--- src/rtl/wsd_pkg.sv ---
// Shared types and constants for the WebSocket frame deframer.
package wsd_pkg;

  localparam int LENGTH_BITS_DEF = 64;
  localparam int MAX_LEN_W       = 20;
  localparam logic [MAX_LEN_W-1:0] MAX_LEN_RESET = 20'd1000000;

  localparam logic [3:0] OP_CLOSE = 4'h8;
  localparam logic [3:0] OP_PING  = 4'h9;

  localparam logic [6:0] LEN7_EXT16 = 7'd126;
  localparam logic [6:0] LEN7_EXT64 = 7'd127;

  localparam logic [3:0] EXT16_BYTES = 4'd2;
  localparam logic [3:0] EXT64_BYTES = 4'd8;

  localparam logic [1:0] ST_OK       = 2'd0;
  localparam logic [1:0] ST_OVERSIZE = 2'd1;
  localparam logic [1:0] ST_CLOSE    = 2'd2;
  localparam logic [1:0] ST_PING     = 2'd3;

  // One result beat.
  typedef struct packed {
    logic [7:0] out_byte;
    logic       byte_valid;
    logic       last;
    logic [3:0] frame_opcode;
    logic       frame_fin;
    logic [1:0] status;
  } result_t;

endpackage

--- src/rtl/wsd_in_reg.sv ---
// Input register stage: holds one received byte until the parser takes it.
module wsd_in_reg (
  input  logic       clk,
  input  logic       rst,
  input  logic       in_valid,
  output logic       in_stall,
  input  logic [7:0] in_byte,
  input  logic       advance,
  output logic       held_valid,
  output logic [7:0] held_byte
);

  logic load;

  assign in_stall = held_valid && !advance;
  assign load     = in_valid && !in_stall;

  always_ff @(posedge clk) begin
    if (rst) begin
      held_valid <= 1'b0;
    end else if (load) begin
      held_valid <= 1'b1;
    end else if (advance) begin
      held_valid <= 1'b0;
    end
  end

  always_ff @(posedge clk) begin
    if (load) begin
      held_byte <= in_byte;
    end
  end

endmodule

--- src/rtl/wsd_parser.sv ---
// Frame parser: header, extended length and payload tracking, one byte per step.
module wsd_parser #(
  parameter int LENGTH_BITS = wsd_pkg::LENGTH_BITS_DEF
) (
  input  logic                            clk,
  input  logic                            rst,
  input  logic                            step,
  input  logic [7:0]                      byte_in,
  input  logic [wsd_pkg::MAX_LEN_W-1:0]   max_len,
  output logic                            res_valid,
  output wsd_pkg::result_t                res
);
  import wsd_pkg::*;

  localparam int CMP_W = (LENGTH_BITS > MAX_LEN_W) ? LENGTH_BITS : MAX_LEN_W;

  typedef enum logic [1:0] {
    PH_HDR0,
    PH_HDR1,
    PH_EXT,
    PH_PAYLOAD
  } phase_t;

  phase_t                 phase, phase_next;
  logic [3:0]             held_opcode, held_opcode_next;
  logic                   held_fin, held_fin_next;
  logic [3:0]             ext_left, ext_left_next;
  logic [LENGTH_BITS-1:0] accum, accum_next;
  logic [LENGTH_BITS-1:0] remaining, remaining_next;
  logic                   discard, discard_next;
  logic                   closed, closed_next;

  logic                   len_known;
  logic [LENGTH_BITS-1:0] known_len;
  logic [LENGTH_BITS-1:0] accum_shift;
  logic                   emit;

  always_comb begin
    phase_next       = phase;
    held_opcode_next = held_opcode;
    held_fin_next    = held_fin;
    ext_left_next    = ext_left;
    accum_next       = accum;
    remaining_next   = remaining;
    discard_next     = discard;
    closed_next      = closed;
    len_known        = 1'b0;
    known_len        = '0;
    emit             = 1'b0;
    res              = '0;
    res.frame_opcode = held_opcode;
    res.frame_fin    = held_fin;

    // Saturate once the next shift would push bits past the top.
    if (accum[LENGTH_BITS-1 -: 8] != 8'd0) begin
      accum_shift = '1;
    end else begin
      accum_shift = {accum[LENGTH_BITS-9:0], byte_in};
    end

    case (phase)
      PH_HDR0: begin
        held_fin_next    = byte_in[7];
        held_opcode_next = byte_in[3:0];
        phase_next       = PH_HDR1;
      end
      PH_HDR1: begin
        if (byte_in[6:0] == LEN7_EXT16 || byte_in[6:0] == LEN7_EXT64) begin
          ext_left_next = (byte_in[6:0] == LEN7_EXT16) ? EXT16_BYTES : EXT64_BYTES;
          accum_next    = '0;
          phase_next    = PH_EXT;
        end else begin
          len_known = 1'b1;
          known_len = LENGTH_BITS'(byte_in[6:0]);
        end
      end
      PH_EXT: begin
        accum_next    = accum_shift;
        ext_left_next = ext_left - 4'd1;
        if (ext_left_next == 4'd0) begin
          len_known = 1'b1;
          known_len = accum_shift;
        end
      end
      PH_PAYLOAD: begin
        remaining_next = remaining - LENGTH_BITS'(1);
        if (remaining_next == '0) begin
          phase_next = PH_HDR0;
        end
        if (!discard) begin
          emit           = 1'b1;
          res.out_byte   = byte_in;
          res.byte_valid = 1'b1;
          res.last       = (remaining_next == '0);
        end
      end
      default: begin
        phase_next = PH_HDR0;
      end
    endcase

    if (len_known) begin
      remaining_next = known_len;
      phase_next     = (known_len == '0) ? PH_HDR0 : PH_PAYLOAD;
      if (CMP_W'(known_len) > CMP_W'(max_len)) begin
        discard_next = 1'b1;
        emit         = 1'b1;
        res.last     = 1'b1;
        res.status   = ST_OVERSIZE;
      end else if (held_opcode == OP_CLOSE) begin
        discard_next = 1'b1;
        closed_next  = 1'b1;
        emit         = 1'b1;
        res.last     = 1'b1;
        res.status   = ST_CLOSE;
      end else if (held_opcode == OP_PING) begin
        discard_next = 1'b1;
        emit         = 1'b1;
        res.last     = 1'b1;
        res.status   = ST_PING;
      end else begin
        discard_next = 1'b0;
        if (known_len == '0) begin
          emit     = 1'b1;
          res.last = 1'b1;
        end
      end
    end
  end

  // Drop every byte once the link is closed.
  assign res_valid = emit && !closed;

  always_ff @(posedge clk) begin
    if (rst) begin
      phase       <= PH_HDR0;
      held_opcode <= '0;
      held_fin    <= 1'b0;
      ext_left    <= '0;
      accum       <= '0;
      remaining   <= '0;
      discard     <= 1'b0;
      closed      <= 1'b0;
    end else if (step && !closed) begin
      phase       <= phase_next;
      held_opcode <= held_opcode_next;
      held_fin    <= held_fin_next;
      ext_left    <= ext_left_next;
      accum       <= accum_next;
      remaining   <= remaining_next;
      discard     <= discard_next;
      closed      <= closed_next;
    end
  end

endmodule

--- src/rtl/wsd_out_reg.sv ---
// Result register: holds one result beat until the downstream side takes it.
module wsd_out_reg (
  input  logic             clk,
  input  logic             rst,
  input  logic             advance,
  input  logic             res_valid,
  input  wsd_pkg::result_t res,
  output logic             can_advance,
  output logic             out_valid,
  input  logic             out_stall,
  output wsd_pkg::result_t out_res
);

  assign can_advance = !out_valid || !out_stall;

  always_ff @(posedge clk) begin
    if (rst) begin
      out_valid <= 1'b0;
    end else if (advance) begin
      out_valid <= res_valid;
    end else if (!out_stall) begin
      out_valid <= 1'b0;
    end
  end

  always_ff @(posedge clk) begin
    if (advance && res_valid) begin
      out_res <= res;
    end
  end

endmodule

--- src/rtl/websocket_frame_deframer_top.sv ---
// Top level of the WebSocket frame deframer.
// Parses a received WebSocket byte stream, one byte per beat. A byte sits in
// an input register, the parser updates its frame state from it, and any
// result lands in a result register, so a new byte is taken every cycle while
// the output keeps up: throughput is one byte per cycle. Header bytes and
// extended-length bytes give no payload beat. Data-frame payload bytes come
// out with byte_valid set and last on the final byte; an empty data frame
// gives one beat with byte_valid low and last high. When the frame length is
// known, an oversize frame (longer than max_payload_len) gives a status 1
// beat and its payload is skipped; otherwise a close frame gives a status 2
// beat and latches the link closed, after which every byte is dropped until
// reset; a ping gives a status 3 beat and its payload is skipped. Extended
// lengths that overflow LENGTH_BITS saturate to all ones. max_payload_len is
// written through cfg_wr_en/cfg_wr_data and should only change while the
// block is idle.
module websocket_frame_deframer_top #(
  parameter int LENGTH_BITS = wsd_pkg::LENGTH_BITS_DEF
) (
  input  logic                          clk,
  input  logic                          rst,
  input  logic                          cfg_wr_en,
  input  logic [wsd_pkg::MAX_LEN_W-1:0] cfg_wr_data,
  input  logic                          in_valid,
  output logic                          in_stall,
  input  logic [7:0]                    in_byte,
  output logic                          out_valid,
  input  logic                          out_stall,
  output logic [7:0]                    out_byte,
  output logic                          byte_valid,
  output logic                          last,
  output logic [3:0]                    frame_opcode,
  output logic                          frame_fin,
  output logic [1:0]                    status
);
  import wsd_pkg::*;

  logic [MAX_LEN_W-1:0] max_payload_len;
  logic                 held_valid;
  logic [7:0]           held_byte;
  logic                 can_advance;
  logic                 advance;
  logic                 res_valid;
  result_t              res;
  result_t              out_res;

  // Configuration register; reset to the default limit.
  always_ff @(posedge clk) begin
    if (rst) begin
      max_payload_len <= MAX_LEN_RESET;
    end else if (cfg_wr_en) begin
      max_payload_len <= cfg_wr_data;
    end
  end

  // Advance the held byte whenever the result register has room.
  assign advance = held_valid && can_advance;

  wsd_in_reg u_in_reg (
    .clk        (clk),
    .rst        (rst),
    .in_valid   (in_valid),
    .in_stall   (in_stall),
    .in_byte    (in_byte),
    .advance    (advance),
    .held_valid (held_valid),
    .held_byte  (held_byte)
  );

  wsd_parser #(
    .LENGTH_BITS (LENGTH_BITS)
  ) u_parser (
    .clk       (clk),
    .rst       (rst),
    .step      (advance),
    .byte_in   (held_byte),
    .max_len   (max_payload_len),
    .res_valid (res_valid),
    .res       (res)
  );

  wsd_out_reg u_out_reg (
    .clk         (clk),
    .rst         (rst),
    .advance     (advance),
    .res_valid   (res_valid),
    .res         (res),
    .can_advance (can_advance),
    .out_valid   (out_valid),
    .out_stall   (out_stall),
    .out_res     (out_res)
  );

  assign out_byte     = out_res.out_byte;
  assign byte_valid   = out_res.byte_valid;
  assign last         = out_res.last;
  assign frame_opcode = out_res.frame_opcode;
  assign frame_fin    = out_res.frame_fin;
  assign status       = out_res.status;

endmodule
--- config.mk ---
export PLATFORM = sky130hd
export DESIGN_NAME = websocket_frame_deframer_top
export DESIGN_NICKNAME = d
export VERILOG_FILES = /design/src/rtl/wsd_pkg.sv /design/src/rtl/wsd_in_reg.sv /design/src/rtl/wsd_parser.sv /design/src/rtl/wsd_out_reg.sv /design/src/rtl/websocket_frame_deframer_top.sv
export SDC_FILE = /design/constraint.sdc
export NUM_CORES = 1
export LEC_CHECK = 0
export ABC_AREA = 1
export BUFFER_PORTS_ARGS = -buffer_cell sky130_fd_sc_hd__buf_2
export CAP_MARGIN = 20
export CORE_MARGIN = 10
export CORE_UTILIZATION = 50
export CTS_CLUSTER_SIZE = 10
export DETAILED_ROUTE_END_ITERATION = 10
export GPL_TIMING_DRIVEN = 0
export HOLD_SLACK_MARGIN = 0.03
export PLACE_DENSITY = 0.67
export SYNTH_ARGS = -nofsm -noshare
export SYNTH_HDL_FRONTEND = slang
export SYNTH_SLANG_ARGS = --single-unit
--- constraint.sdc ---
create_clock -name clk -period 10 [get_ports clk]
set_clock_uncertainty 0.1 [all_clocks]
set_input_delay 1 -clock clk [delete_from_list [all_inputs] [get_ports clk]]
set_output_delay 1 -clock clk [all_outputs]
set_load 0.01 [all_outputs]
==> results of run 1 <==
==> logic make-up (layout without fill, tap and decap cells) <==
logic type,count (synthesis),in the layout,share of synthesized area (%)
and+or+nand+nor,892,892,34.4
buffers and inverters,252,334,8.79
adders and majority gates,28,28,3.11
DFF,188,188,35.6
AOI/OAI and AO/OA,356,356,16.7
xor gates and xnor gates,17,17,1.39
==> layout make-up <==
class / instances / share of cell area, %
Clock buffer: 17 / 3.40
Sequential cell: 188 / 32.1
Timing Repair Buffer: 50 / 2.00
Inverter: 181 / 5.43
Multi-Input combinational cell: 1293 / 50.2
Buffer: 71 / 2.49
Clock inverter: 15 / 1.62
Tap cell: 280 / 2.80
==> where the power goes <==
group          switching [mW]  internal [mW]  leakage, nW
sequential             0.0269          0.791         1.54
combinational           0.899          0.372         4.26
clock                   0.377          0.349        0.304
total                    1.30           1.51         6.10
==> flip-flops by register name, indices dropped and copies added, names as in the netlist <==
register              count
u_parser.ext_left         4
u_parser.discard          1
u_parser.held_opcode      4
u_in_reg.held_byte        8
u_out_reg.out_res        17
max_payload_len          20
u_parser.held_fin         1
u_parser.phase            2
u_parser.accum           64
u_parser.remaining       64
u_parser.closed           1
u_out_reg.out_valid       1
u_in_reg.held_valid       1
==> cell usage after synthesis (all sizes together), types with 4 or more instances <==
master  count
nand2     451
nor2      288
a21oi     181
inv       178
dfxtp     163
o21ai     130
nand3      58
clkbuf     51
or2        30
ha         28
edfxtp     25
nand4      22
buf        20
nor3       18
a31oi      17
nand3b     16
a22oi      13
xor2       13
nor4        7
a211oi      5
o21bai      5
a221oi      4
xnor2       4
==> per-stage QoR <==
| step | area [um^2] | instances | hold slack [ns] |
|---|---|---|---|
| 3_5_place_dp | 11900 | 2063 | 0.329 |
| 6_report | 12500 | 2095 | 0.351 |
| 2_1_floorplan | 11300 | 1733 | 0.308 |
| 4_1_cts | 12500 | 2095 | 0.349 |
| 5_1_grt | 12500 | 2095 | 0.355 |
| 3_3_place_gp | 11900 | 2063 | 0.316 |
==> routing by layer <==
layer  GRT usage [%]  wire (um)  share of wire, %  vias to the layer above
met5               0          0                 0                        -
met4            8.39        918               2.3                        0
met3            5.95       3530               8.9                       48
met2            41.2      17000                43                      466
met1            37.7      18000                46                     5438
li1                -          -                 -                     5778
==> path summary, 6_finish.rpt <==
kind                                         endpoint  slack [ns]  cells past startpoint
setup reg to reg  u_out_reg.out_res[16]$_SDFFCE_PP0P_        5.43                     26
setup / recovery  u_out_reg.out_res[16]$_SDFFCE_PP0P_        5.43                     26
hold / removal         u_out_reg.out_res[6]$_DFFE_PP_        0.35                      0
hold reg to reg        u_out_reg.out_res[6]$_DFFE_PP_        0.35                      0
==> worst max-delay path: cells and delay by family, from the launching register on <==
| kind | cells | cell delay (ns) |
|---|---|---|
| AO/OA/AOI/OAI | 2 | 0.45 |
| adder cells (fa/ha/maj) | 2 | 0.49 |
| buffers and inverters | 4 | 1.04 |
| flip-flops | 1 | 0.37 |
| AND/OR/NAND/NOR | 18 | 1.72 |
==> impl_metrics.py, run 1 <==
metrics = {
    "flow_run": {
        "maxCapViolations": 0,
    },
    "clock_tree": {
        "cts.path.max_buffers": 2,
        "postCtsSetupRepairBufs": 0,
        "cts_sinks": 188,
        "cts_resized": 0,
        "cts_tree": "done",
        "hold_buffers": 0,
        "clock_latency_ns": 0.45,
        "htreeDepth": 4,
        "clk_pin_slew_ns": 0.08,
        "cts_made_buffers": 17,
        "clock_tree.root_cell": "clkbuf_16",
    },
    "finish": {
        "fillCellCount": 2241,
        "layout_common_cells": "443 x nand2_1, 259 x nor2_1, 180 x a21oi_1, 163 x dfxtp_1, 162 x inv_1",
        "layout.nets": 1863,
        "final_core_util_pct": 56.8,
        "layout-drive-gt1-share_pct": 9.75,
        "ff_latch_area_um2": 4010,
        "area_growth_pct": 10.9,
        "multiInputGateArea_um2": 6270,
        "antenna_cells": 0,
        "final_common_cell": "nand2_1",
    },
    "route": {
        "ant_nets": 0,
        "vias": 11700,
        "drtIter0Drc": 1381,
        "wl_per_cell_um": 18.9,
        "drc": 0,
        "vias_per_cell": 5.60,
        "first_pass_iters": 8,
        "routed_wl_um": 39500,
    },
    "synthesis": {
        "ys_seq_elements": 188,
        "synth_cell_types": 46,
        "avgSynthCellArea_um2": 6.51,
        "synth.top_cells.by_area": "dfxtp_1 29%, nand2_1 15%, nor2_1 8.6%",
        "ys.flop_type": "dfxtp_1",
        "synth_area_leader_cell": "dfxtp_1",
        "synth_warnings": 0,
        "synthesis.area_um2": 11300,
        "yosysTopAreaCellShare_pct": 28.9,
        "seq_area_frac_synth_pct": 35.6,
        "syn_nets": 1794,
        "synth-async-reset-ratio_pct": 0,
        "synth_edf_count": 25,
        "netlist_instances": 1733,
    },
    "power_and_ir_drop": {
        "power_mw": 2.81,
        "p_leak_nw": 6.10,
        "p_per_area_nw_per_um2": 225,
        "peakVddDrop_mv": 0.129,
    },
    "grt": {
        "overflow": 0,
        "grt_pass1_wl_um": 60700,
        "grt_max_degree": 23,
        "antenna_found_initial": 0,
        "grt_pass1_vias": 10700,
        "track_usage_pct": 27.2,
    },
    "critical_path": {
        "required_ns": 9.99,
        "crit_fanout": 17,
        "crit_top_cell": "nand2_1",
        "crit_type": "flip-flop to flip-flop",
        "max_stage_delay_ns": 0.51,
        "crit_start": "u_parser.phase[0]$_SDFFE_PP0P_",
        "timing.rr.start": "u_parser.phase[0]$_SDFFE_PP0P_",
        "worstSetupStartpointType": "flip-flop",
        "crit_arrival_ns": 4.55,
        "end_kind": "flip-flop",
        "cpMaxStageDelayCell": "inv_1",
    },
    "die": {
        "ios": 52,
        "die_w_um": 170,
        "core-area_um2": 22000,
        "dieArea_um2": 29000,
        "rows": 54,
        "initial_utilization_pct": 51.2,
        "die_height_um": 170,
    },
    "timing": {
        "period_share_pct": 45.7,
        "worst_slew_pin_slew_ns": 1.08,
        "final_hold_viol_count": 0,
        "max_freq_ghz": 0.219,
        "setup_viol": 0,
        "drv_slew": 0,
        "setup_ws_ns": 5.43,
        "fin_crit_ns": 4.57,
        "rsz0062_at_grt": "false",
        "relSlewSlack_pct": 27.8,
        "setup_tns_ns": 0,
    },
    "hold_path": {
        "hold_class": "flip-flop to flip-flop",
        "min_from": "u_parser.held_opcode[3]$_SDFFE_PP0P_",
    },
    "placement": {
        "dp_hpwl_um": 31600,
        "dp_worst_setup_slack_ns": 5.56,
        "port_buffers": 50,
        "gp_routability_congestion": 0.988,
    },
    "run_status": {
        "status": "finished, final reports clean",
    },
}
Power figures use the tool's default switching activity.
==> run 2, diff against run 1 <==
--- a/config.mk
+++ b/config.mk
@@ -5,7 +5,7 @@
 export SDC_FILE = /design/constraint.sdc
 export NUM_CORES = 1
 export LEC_CHECK = 0
-export ABC_AREA = 1
+export ABC_AREA = 0
 export BUFFER_PORTS_ARGS = -buffer_cell sky130_fd_sc_hd__buf_2
 export CAP_MARGIN = 20
 export CORE_MARGIN = 10
@@ -14,7 +14,7 @@
 export DETAILED_ROUTE_END_ITERATION = 10
 export GPL_TIMING_DRIVEN = 0
 export HOLD_SLACK_MARGIN = 0.03
-export PLACE_DENSITY = 0.67
+export PLACE_DENSITY = 0.7
 export SYNTH_ARGS = -nofsm -noshare
 export SYNTH_HDL_FRONTEND = slang
 export SYNTH_SLANG_ARGS = --single-unit
==> constraint.sdc (replaced) <==
create_clock -name clk -period 3.7 [get_ports clk]
set_clock_uncertainty 0.1 [all_clocks]
set_input_delay 0.37 -clock clk [delete_from_list [all_inputs] [get_ports clk]]
set_output_delay 0.37 -clock clk [all_outputs]
set_load 0.01 [all_outputs]
==> run 2 against run 1 <==
Synthesized cell count decreased by 24%. Sequential power rose to 2.7 times the previous value. Worst setup slack worse by 5.8 ns. Wire length shrank 4.0%. Die area is 8.1% lower. The flow now finishes with violations (setup timing). Power grew 120%. Combinational power up 61%. Fmax rose by 12%. Sequential share of layout area decreased by 0.097 points. Clock-buffer cell count grew 1. Largest cell class unchanged.
==> impl_metrics.py, run 2 <==
metrics = {
    "run_status": {
        "status": "complete, but fails checks",
        "violations": "setup timing",
    },
    "synthesis": {
        "synth_area_leader_cell": "dfxtp_1",
        "ys.flop_type": "dfxtp_1",
        "synth_cell_types": 73,
        "synth.most_common_cell": "o21ai_0",
        "synth_warnings": 0,
        "synth_edf_count": 25,
        "yosysTopAreaCellShare_pct": 31.9,
        "avgSynthCellArea_um2": 7.78,
        "synth.top_cells.by_area": "dfxtp_1 32%, o21ai_0 9.4%, edfxtp_1 7.3%",
        "ys_top_cells_by_count": "193 x o21ai_0, 163 x dfxtp_1, 153 x nand2_1, 145 x nor2_1, 127 x a21oi_1",
        "syn_nets": 1378,
        "synthesis.area_um2": 10200,
        "netlist_instances": 1317,
        "ys_seq_elements": 188,
        "synth-async-reset-ratio_pct": 0,
        "seq_area_frac_synth_pct": 39.2,
    },
    "timing": {
        "final_hold_viol_count": 0,
        "max_freq_ghz": 0.245,
        "setup_ws_ns": -0.376,
        "setup_tns_ns": -6.92,
        "fin_crit_ns": 4.08,
        "rsz0062_at_grt": "true",
        "period_share_pct": 110,
        "drv_slew": 0,
        "relSlewSlack_pct": 41.6,
        "setup_viol": 21,
        "hold_ws_ns": 0.0364,
        "worst_slew_pin_slew_ns": 0.876,
    },
    "die": {
        "die_w_um": 163,
        "die_height_um": 163,
        "core-area_um2": 20200,
        "rows": 52,
        "dieArea_um2": 26600,
        "ios": 52,
        "initial_utilization_pct": 50.8,
    },
    "grt": {
        "grt_pass1_vias": 10200,
        "grt_max_degree": 20,
        "track_usage_pct": 27.6,
        "gr-max-usage-layer": "met2",
        "overflow": 0,
        "grt_use_met2_pct": 42.5,
        "antenna_found_initial": 2,
        "grtUsageMet3_pct": 7.12,
        "gr-usage-met1_pct": 36.6,
        "grt_pass1_wl_um": 57800,
    },
    "finish": {
        "stdcell_area_um2": 12600,
        "layout-drive-gt1-share_pct": 18.2,
        "layout.nets": 1510,
        "largest_registers": "u_parser.accum (64), u_parser.remaining (64), max_payload_len (20)",
        "final_common_cell": "o21ai_0",
        "layout_common_cells": "189 x o21ai_0, 155 x dfxtp_1, 149 x nand2_1, 133 x nor2_1, 120 x a21oi_1",
        "final_cells": 1732,
        "antenna_cells": 0,
        "area_growth_pct": 23.0,
        "final_core_util_pct": 62.5,
        "fillCellCount": 1765,
    },
    "critical_path": {
        "timing.rr.start": "u_parser.ext_left[1]$_SDFFE_PP0P_",
        "max_stage_delay_ns": 0.40,
        "cpMaxStageDelayCell": "a311o_1",
        "worstSetupStartpointType": "flip-flop",
        "r2r_slack_ns": -0.38,
        "end_kind": "flip-flop",
        "crit_arrival_ns": 4.20,
        "r2r-end": "u_out_reg.out_res[1]$_SDFFCE_PP0P_",
        "required_ns": 3.82,
        "crit_type": "flip-flop to flip-flop",
        "ff2ff_path_depth": 17,
        "crit_fanout": 5,
        "crit_chain": "inv_4 > ha_4 > xor2_4 > or3_4 > buf_8 > a21oi_4 > buf_6 > o21a_4 > ha_4 > or2_4 > a21oi_2 > a21oi_1 > a311o_1 > a21oi_2 > nand3_2 > a22oi_2 > bufinv_8",
    },
    "clock_tree": {
        "clock_latency_ns": 0.46,
        "htreeDepth": 4,
        "cts_tree": "done",
        "clk_pin_slew_ns": 0.09,
        "cts.path.max_buffers": 2,
        "cts_made_buffers": 17,
        "cts_sinks": 188,
        "clock_tree.root_cell": "clkbuf_16",
    },
    "route": {
        "ant_nets": 0,
        "drc": 0,
        "drtIter0Drc": 1543,
        "vias": 11000,
        "first_pass_iters": 6,
        "routed_wl_um": 37900,
        "wl_per_cell_um": 21.9,
        "vias_per_cell": 6.36,
    },
    "hold_path": {
        "whs_endpoint": "u_in_reg.held_valid$_SDFFE_PP0P_",
        "hold_class": "primary input to flip-flop",
        "holdPathStages": 2,
        "min_from": "in_valid",
    },
    "flow_run": {
        "maxCapViolations": 0,
    },
    "placement": {
        "dp_worst_setup_slack_ns": -0.886,
        "placed_cell_area_um2": 10900,
        "port_buffers": 50,
        "placed_cells_incl_taps": 1637,
        "dp_hpwl_um": 26500,
        "gp_routability_congestion": 0.979,
    },
    "power_and_ir_drop": {
        "peakVddDrop_mv": 0.313,
        "p_per_area_nw_per_um2": 489,
        "p_leak_nw": 4.83,
        "power_mw": 6.16,
    },
}
[run 2: worst max-delay path: cells and delay by family (launching register included)]
family / cells / cell delay, ns
AOI/OAI and AO/OA: 7 / 1.46
buffers and inverters: 4 / 0.61
adders and majority gates: 2 / 0.37
DFF: 1 / 0.39
and+or+nand+nor: 3 / 0.74
xor gates and xnor gates: 1 / 0.14
[run 2: power breakdown]
part / total (mW) / switching, mW / internal (mW)
clock network: 1.93 / 0.955 / 0.972
logic: 2.05 / 1.22 / 0.830
registers: 2.18 / 0.0593 / 2.12
[run 2: timing repair]
item	in CTS	in global routing
endpoints found under the hold margin	8	0
pin swaps	29	28
resized for setup	72	64
setup buffers	30	30
hold buffers	8	0
endpoints found under the setup margin	25	65
gates cloned	2	0
[run 2: cell families (layout without fill, tap and decap cells)]
| kind of cell | count (synthesis) | count (layout) | synth area share (%) |
|---|---|---|---|
| buf+inv | 127 | 272 | 5.48 |
| simple gates | 502 | 502 | 24.3 |
| xor+xnor | 25 | 25 | 2.21 |
| fa+ha+maj | 28 | 28 | 3.42 |
| compound gates | 433 | 433 | 24.0 |
| mux | 14 | 14 | 1.37 |
| flops | 188 | 188 | 39.2 |
[run 2: how the worst max path moves through the flow]
stage,startpoint,to,slack (ns),cells after the start
2_1_floorplan,u_parser.phase[1]$_SDFFE_PP0P_,u_out_reg.out_res[0]$_SDFFCE_PN0P_,0.01,18
3_3_place_gp,u_parser.accum[56]$_SDFFE_PP0P_,u_out_reg.out_res[11]$_SDFFCE_PP0P_,-0.85,16
3_5_place_dp,u_parser.accum[56]$_SDFFE_PP0P_,u_out_reg.out_res[8]$_SDFFCE_PN0P_,-0.89,16
4_1_cts,u_parser.ext_left[1]$_SDFFE_PP0P_,u_out_reg.out_res[1]$_SDFFCE_PP0P_,-0.28,17
5_1_grt,u_parser.ext_left[1]$_SDFFE_PP0P_,u_out_reg.out_res[1]$_SDFFCE_PP0P_,-0.49,18
6_report,u_parser.ext_left[1]$_SDFFE_PP0P_,u_out_reg.out_res[1]$_SDFFCE_PP0P_,-0.38,17
[run 2: cell type report]
| class | count | area [um^2] | area share (%) |
|---|---|---|---|
| Buffer | 90 | 497 | 3.94 |
| Clock buffer | 18 | 429 | 3.41 |
| Clock inverter | 14 | 178 | 1.41 |
| Inverter | 31 | 135 | 1.07 |
| Multi-Input combinational cell | 1002 | 6190 | 49.1 |
| Sequential cell | 188 | 4030 | 32.0 |
| Tap cell | 270 | 338 | 2.68 |
| Timing Repair Buffer | 117 | 788 | 6.26 |
| Timing Repair inverter | 2 | 15.0 | 0.119 |
[run 2: routing by layer]
| layer | routed length [um] | part of all wire [%] |
|---|---|---|
| met5 | 24 | 0.063 |
| met4 | 1130 | 3.0 |
| met3 | 4490 | 12 |
| met2 | 16900 | 45 |
| met1 | 15300 | 40 |
==> run 3, diff against run 2 <==
--- a/config.mk
+++ b/config.mk
@@ -10,11 +10,13 @@
 export CAP_MARGIN = 20
 export CORE_MARGIN = 10
 export CORE_UTILIZATION = 50
+export CTS_BUF_LIST = sky130_fd_sc_hd__clkbuf_4
 export CTS_CLUSTER_SIZE = 10
 export DETAILED_ROUTE_END_ITERATION = 10
 export GPL_TIMING_DRIVEN = 0
 export HOLD_SLACK_MARGIN = 0.03
-export PLACE_DENSITY = 0.7
+export PLACE_DENSITY = 0.75
+export SLEW_MARGIN = 10
 export SYNTH_ARGS = -nofsm -noshare
 export SYNTH_HDL_FRONTEND = slang
 export SYNTH_SLANG_ARGS = --single-unit
==> run 3 against run 2 <==
The run still ends with setup timing left. First-iteration DRC count up 12%. Clock power shrank 44%. Hold slack better by 0.065 ns. Flip-flop and latch count did not move. Die area did not move. Via count is 1.5% higher. Fmax decreased by 0.19%. Sequential share of layout area is 0.40 points higher. Final area down 1.1%.
==> impl_metrics.py, run 3 (synthesis results as in run 2) <==
metrics = {
    "route": {
        "drtIter0Drc": 1724,
        "drc": 0,
        "ant_nets": 0,
        "routed_wl_um": 37100,
        "vias_per_cell": 6.38,
        "wl_per_cell_um": 21.1,
        "first_pass_iters": 6,
        "vias": 11200,
    },
    "timing": {
        "max_freq_ghz": 0.245,
        "rsz0062_at_grt": "true",
        "final_hold_viol_count": 0,
        "worst_slew_pin_slew_ns": 0.810,
        "drv_slew": 0,
        "relSlewSlack_pct": 46.0,
        "setup_viol": 22,
        "fin_crit_ns": 4.08,
        "setup_ws_ns": -0.384,
        "period_share_pct": 110,
    },
    "die": {
        "initial_utilization_pct": 50.8,
        "core-area_um2": 20200,
        "ios": 52,
        "rows": 52,
        "dieArea_um2": 26600,
        "die_height_um": 163,
        "die_w_um": 163,
    },
    "placement": {
        "placed_cells_incl_taps": 1637,
        "port_buffers": 50,
        "dp_hpwl_um": 25700,
        "gp_routability_congestion": 1.01,
        "placed_cell_area_um2": 10900,
    },
    "finish": {
        "largest_registers": "u_parser.accum (64), u_parser.remaining (64), max_payload_len (20)",
        "final_core_util_pct": 61.8,
        "layout-drive-gt1-share_pct": 18.1,
        "layout_common_cells": "188 x o21ai_0, 152 x dfxtp_1, 150 x nand2_1, 132 x nor2_1, 121 x a21oi_1",
        "stdcell_area_um2": 12500,
        "area_growth_pct": 21.6,
        "final_cells": 1755,
        "layout.nets": 1533,
        "final_common_cell": "o21ai_0",
    },
    "critical_path": {
        "crit_arrival_ns": 4.37,
        "required_ns": 3.99,
        "crit_type": "flip-flop to flip-flop",
        "worstSetupStartpointType": "flip-flop",
        "end_kind": "flip-flop",
        "crit_fanout": 10,
    },
    "power_and_ir_drop": {
        "peakVddDrop_mv": 0.271,
        "power_mw": 5.33,
        "p_leak_nw": 4.79,
        "p_per_area_nw_per_um2": 427,
    },
    "grt": {
        "grt_pass1_wl_um": 57300,
        "overflow": 0,
        "antenna_found_initial": 1,
        "track_usage_pct": 27.0,
        "grt_max_degree": 18,
        "grt_pass1_vias": 10400,
    },
    "clock_tree": {
        "cts_made_buffers": 17,
        "clock_tree.root_cell": "clkbuf_4",
        "clock_latency_ns": 0.61,
        "cts_sinks": 188,
        "htreeDepth": 4,
        "cts_tree": "done",
        "cts.path.max_buffers": 2,
        "clk_pin_slew_ns": 0.17,
    },
    "run_status": {
        "violations": "setup timing",
        "status": "complete, but fails checks",
    },
    "hold_path": {
        "hold_class": "primary input to flip-flop",
    },
    "flow_run": {
        "maxCapViolations": 0,
    },
}
[run 3: cell count changes in the layout (fill, tap and decap cells not counted), moves of 3 or more]
cell and delta:
dfxtp_1 -3, clkbuf_1 -3, clkbuf_16 -15, buf_4 -4, clkinv_8 -3, inv_4 -3, dlygate4sd3_1 +22, clkbuf_4 +20
[run 3: layer usage]
| layer | share of wire (%) | vias up | global-route usage (%) | routed length, um |
|---|---|---|---|---|
| li1 | - | 5081 | - | - |
| met1 | 39 | 5159 | 35.0 | 14500 |
| met2 | 44 | 809 | 41.8 | 16400 |
| met3 | 13 | 144 | 7.15 | 4700 |
| met4 | 4.0 | 0 | 10.9 | 1480 |
| met5 | 0 | - | 0 | 0 |
[run 3: final timing paths]
check / startpoint / endpoint / slack [ns] / cells after the start
setup / recovery: u_parser.phase[1]$_SDFFE_PP0P_ / u_out_reg.out_res[8]$_SDFFCE_PN0P_ / -0.38 / 17
hold / removal: rst / u_parser.phase[0]$_SDFFE_PP0P_ / 0.10 / 4
setup reg to reg: u_parser.phase[1]$_SDFFE_PP0P_ / u_out_reg.out_res[8]$_SDFFCE_PN0P_ / -0.38 / 17
hold reg to reg: u_parser.held_fin$_SDFFE_PP0P_ / u_parser.held_fin$_SDFFE_PP0P_ / 0.38 / 2
[run 3: worst max-delay path, stage by stage (launching register included)]
cell and delay, ns:
dfxtp_2 0.39, inv_2 0.06, ha_4 0.29, nand2_2 0.08
or3_4 0.40, clkbuf_16 0.18, buf_12 0.14, nor2_4 0.09
ha_1 0.24, a21o_1 0.18, a21o_1 0.19, a21oi_2 0.13
o211ai_1 0.13, a311o_1 0.38, a21oi_2 0.22, nand3_2 0.12
a22oi_2 0.25, bufinv_8 0.24
[run 3: repair_timing]
| action | in CTS | in global routing |
|---|---|---|
| hold buffers | 30 | 0 |
| endpoints found under the hold margin | 30 | 0 |
| setup buffers | 38 | 22 |
| resized for setup | 78 | 58 |
| pin swaps | 18 | 25 |
| cloned | 3 | 0 |
| setup endpoints to repair | 25 | 47 |
[run 3: power by group]
group | switching [mW] | internal, mW
Sequential | 0.0598 | 2.12
Combinational | 1.21 | 0.855
Clock | 0.782 | 0.299
Total | 2.05 | 3.27
[run 3: cell type report]
| cell class | count | area, um^2 |
|---|---|---|
| multi-input combinational | 1002 | 6130 |
| clock buffer | 19 | 143 |
| sequential | 188 | 4040 |
| tap | 270 | 338 |
| inverter | 31 | 130 |
| fill | 1781 | 7710 |
| timing repair buffer | 140 | 1020 |
| antenna | 1 | 2.50 |
| buffer | 90 | 536 |
| clock inverter | 12 | 106 |
| timing repair inverter | 2 | 17.5 |
[run 3: metrics by stage]
step / setup slack [ns] / hold WS, ns / TNS, ns
floorplan: 0.0102 / 0.308 / 0
global route: -0.494 / 0.138 / -9.36
global placement: -0.793 / 0.327 / -16.70
CTS: -0.206 / 0.0764 / -3.38
detailed placement: -0.841 / 0.331 / -17.59
finish: -0.384 / 0.102 / -6.86
